[config.mk]
export PLATFORM = sky130hd
export DESIGN_NAME = tsk_ram
export DESIGN_NICKNAME = d
export VERILOG_FILES = /design/src/sv/tsk_ram.sv
export SDC_FILE = /design/constraint.sdc
export NUM_CORES = 1
export LEC_CHECK = 0
export BUFFER_PORTS_ARGS = -buffer_cell sky130_fd_sc_hd__buf_2
export CELL_PAD_IN_SITES_DETAIL_PLACEMENT = 0
export CELL_PAD_IN_SITES_GLOBAL_PLACEMENT = 2
export CORE_ASPECT_RATIO = 2
export CORE_MARGIN = 2
export CORE_UTILIZATION = 30
export CTS_CLUSTER_DIAMETER = 30
export DETAILED_ROUTE_END_ITERATION = 12
export GPL_TIMING_DRIVEN = 0
export PLACE_DENSITY = 0.58
export SETUP_SLACK_MARGIN = 0.4
export SYNTH_ARGS = -nofsm -noshare
export SYNTH_HDL_FRONTEND = slang
export SYNTH_SLANG_ARGS = --single-unit
[constraint.sdc]
create_clock -name i_clk -period 5.2 [get_ports i_clk]
set_input_delay 0.52 -clock i_clk [delete_from_list [all_inputs] [get_ports i_clk]]
set_output_delay 0.52 -clock i_clk [all_outputs]
set_load 0.01 [all_outputs]
[src/sv/tsk_ram.sv]
// ----------------------------------------------------------------------------
// Generic RAM
// One write port and one read port with registered read data.
// ----------------------------------------------------------------------------
module tsk_ram #(
    parameter int WIDTH = 8,
    parameter int DEPTH = 64
) (
    input  logic                     i_clk,
    input  logic                     i_we,
    input  logic [$clog2(DEPTH)-1:0] i_waddr,
    input  logic [WIDTH-1:0]         i_wdata,
    input  logic [$clog2(DEPTH)-1:0] i_raddr,
    output logic [WIDTH-1:0]         o_rdata
);

    logic [WIDTH-1:0] r_mem [DEPTH];
    logic [WIDTH-1:0] r_rdata;

    always_ff @(posedge i_clk) begin
        if (i_we) begin
            r_mem[i_waddr] <= i_wdata;
        end
        r_rdata <= r_mem[i_raddr];
    end

    assign o_rdata = r_rdata;

endmodule

==> reports/metrics.yaml <==
post-place-ws_ns: 1.41
start_util: 0.303
path_clk_slew_ns: 0.06
dieHeight_um: 371
track_usage: 0.170
vias: 9609
layout_worst_path_cycle_share: 0.592
layout_common_cells: "edfxtp_1 (512), mux4_2 (126), nor2_1 (83)"
drc: 0
cts_buffers: 67
grt_pass1_vias: 10431
netlist_area_um2: 20200
post_cts_buffers: 0
postSynthCellCount: 940
wl_met2_mm: 34.1
antenna_found_initial: 1
syn_area_per_cell_um2: 21.5
end_kind: "flop"
rsz0062_at_grt: "no"
ff_latch_area_um2: 15500
total_power_mw: 9.80
drt-met1-wl_mm: 18.8
ys_warn_count: 0
irDropWorstVdd_mv: 0.218
die_w_um: 187
crit_path_max_fanout: 10
timing.fmax_mhz: 325
fillers: 6179
synth_nets: 962
io_buffers: 21
synth_edf_count: 512
clk_latency_ns: 0.60
setup_slack_ns: 2.12
finalCriticalPeriod_ns: 3.08
cts_htree_levels: 3
cp_slowest_cell: "buf_1"
crit_chain: "buf_4, buf_2, buf_1, mux4_2, mux2i_1, a31oi_1, o311ai_1, nand2_1"
r2r-start: "r_mem[3][3]$_DFFE_PP_"
grt_pass1_wl_mm: 80.0
critPathMaxStageDelay_ns: 0.90
critPathKind: "in -> reg"
mostFrequentLayoutCell: "edfxtp_1"
setup.worst_path.start_class: "input pin"
drt_wl_total_mm: 57.9
gp_congestion: 0.815
cts.path.max_buffers: 3
synth.yosys.seq_area_share: 0.770
grt_max_degree: 65
wl_met3_mm: 1.87
nets: 1054
routedWlPerCell_um: 29.5
hold_class: "in -> reg"
drive_gt1_frac: 0.283
critPathTopFamily: "buffers and inverters"
fin_setup_tns_ns: 0
powerDensity_nw_per_um2: 414
status: "finished, final reports clean"
cts_tree: "done"
holdWs_ns: 0.331
cts_root_buffer: "clkbuf_16"
synth_top_area_cell: "edfxtp_1"
maxCapViolCount: 0
antennaDiodeCount: 0
min-delay-start: "i_raddr[5]"
drt_pass1_iterations: 5
multi_input_area_um2: 4320
viasPerCell: 4.89
areaGrowthSynthToFinish_pct: 17.3
num_io_pins: 30
grt_remaining_overflow: 0
setup_viol: 0
drt_iter0_markers: 815
arrival_ns: 3.52
synth_area_leaders: "edfxtp_1 (76%), mux4_2 (14%), nor2_1 (1.5%), mux2i_1 (1.1%), dfxtp_1 (0.79%)"
slew_headroom: 0.0641
drv_slew: 0
cts_hold_buf: 0
tightest_slew_ns: 1.40
cp_num_buf_inv: 3
synth_top_cell_area_share: 0.762
die_area_um2: 69400
crit_start: "i_raddr[1]"
synth_ff_type: "edfxtp_1"
async_flop_share: 0
routed.top_layer: "met4"
finalHoldViolCount: 0
p_leak_nw: 7.32
finalClockSkew_ns: 0.0263
ys_seq_elements: 520
ctsResizeCount: 0
core.rowCount: 134
final_util: 0.355
synth.distinct_cells: 40
antenna_left: 0
placeableCoreArea_um2: 66600
numClockSinks: 520
cp.required_ns: 5.64
dp_hpwl_mm: 39.5
sequential cells by signal (all words and copies together), names as in the netlist:
signal / cells
r_mem: 512
o_rdata: 8
final cells by class:
cell class | count | share of cell area
Sequential cell | 520 | 0.657
Multi-Input combinational cell | 369 | 0.183
Clock buffer | 72 | 0.0735
Tap cell | 884 | 0.0467
Clock inverter | 47 | 0.0216
Buffer | 51 | 0.0134
Timing Repair Buffer | 23 | 0.00561
synthesized netlist by cell type, drive strengths merged (3+ instances only):
cell type / instances
edfxtp: 512
mux4: 126
nor2: 83
buf: 34
mux2i: 23
nand2: 19
clkbuf: 17
nor2b: 14
mux2: 13
nand3: 13
dfxtp: 8
o221ai: 8
o22ai: 8
nand2b: 7
nor3: 7
a221oi: 6
a211oi: 4
o21ai: 4
a21oi: 3
a22oi: 3
nand3b: 3
o2111ai: 3
o2bb2ai: 3
metal layers:
metal | global-route usage | vias to the layer above
li1 | - | 4117
met1 | 0.162 | 5157
met2 | 0.341 | 236
met3 | 0.0252 | 99
met4 | 0.0914 | 0
met5 | 0 | -
path summary, 6_finish.rpt:
| check | slack [ns] | depth (start not counted) | to |
|---|---|---|---|
| max | 2.12 | 8 | o_rdata[7]$_DFF_P_ |
| min | 0.33 | 2 | o_rdata[3]$_DFF_P_ |
| max reg2reg | 2.85 | 4 | o_rdata[3]$_DFF_P_ |
| min reg2reg | 1.01 | 4 | o_rdata[7]$_DFF_P_ |
logic make-up (layout without fill, tap and decap cells):
| logic type | Yosys count | count (layout) | synth area share |
|---|---|---|---|
| AOI/OAI and AO/OA | 54 | 54 | 0.0207 |
| buffers and inverters | 51 | 193 | 0.0157 |
| DFF | 520 | 520 | 0.770 |
| muxes | 162 | 162 | 0.159 |
| and+or+nand+nor | 153 | 153 | 0.0339 |
power breakdown:
group	total, mW	internal, mW	switching, mW	leakage (nW)
Combinational	0.498	0.165	0.333	1.55
Sequential	4.65	4.64	0.00791	4.67
Clock	4.65	2.75	1.90	1.09
Total	9.80	7.55	2.24	7.32
metrics by stage:
step                      std cells  area (µm²)
after floorplan                 940       20200
after global placement         1845       21400
after detailed placement       1846       21400
after CTS                      1965       23600
after global routing           1966       23700
final                          1966       23700
No activity file was read; power rests on OpenSTA's default activity.
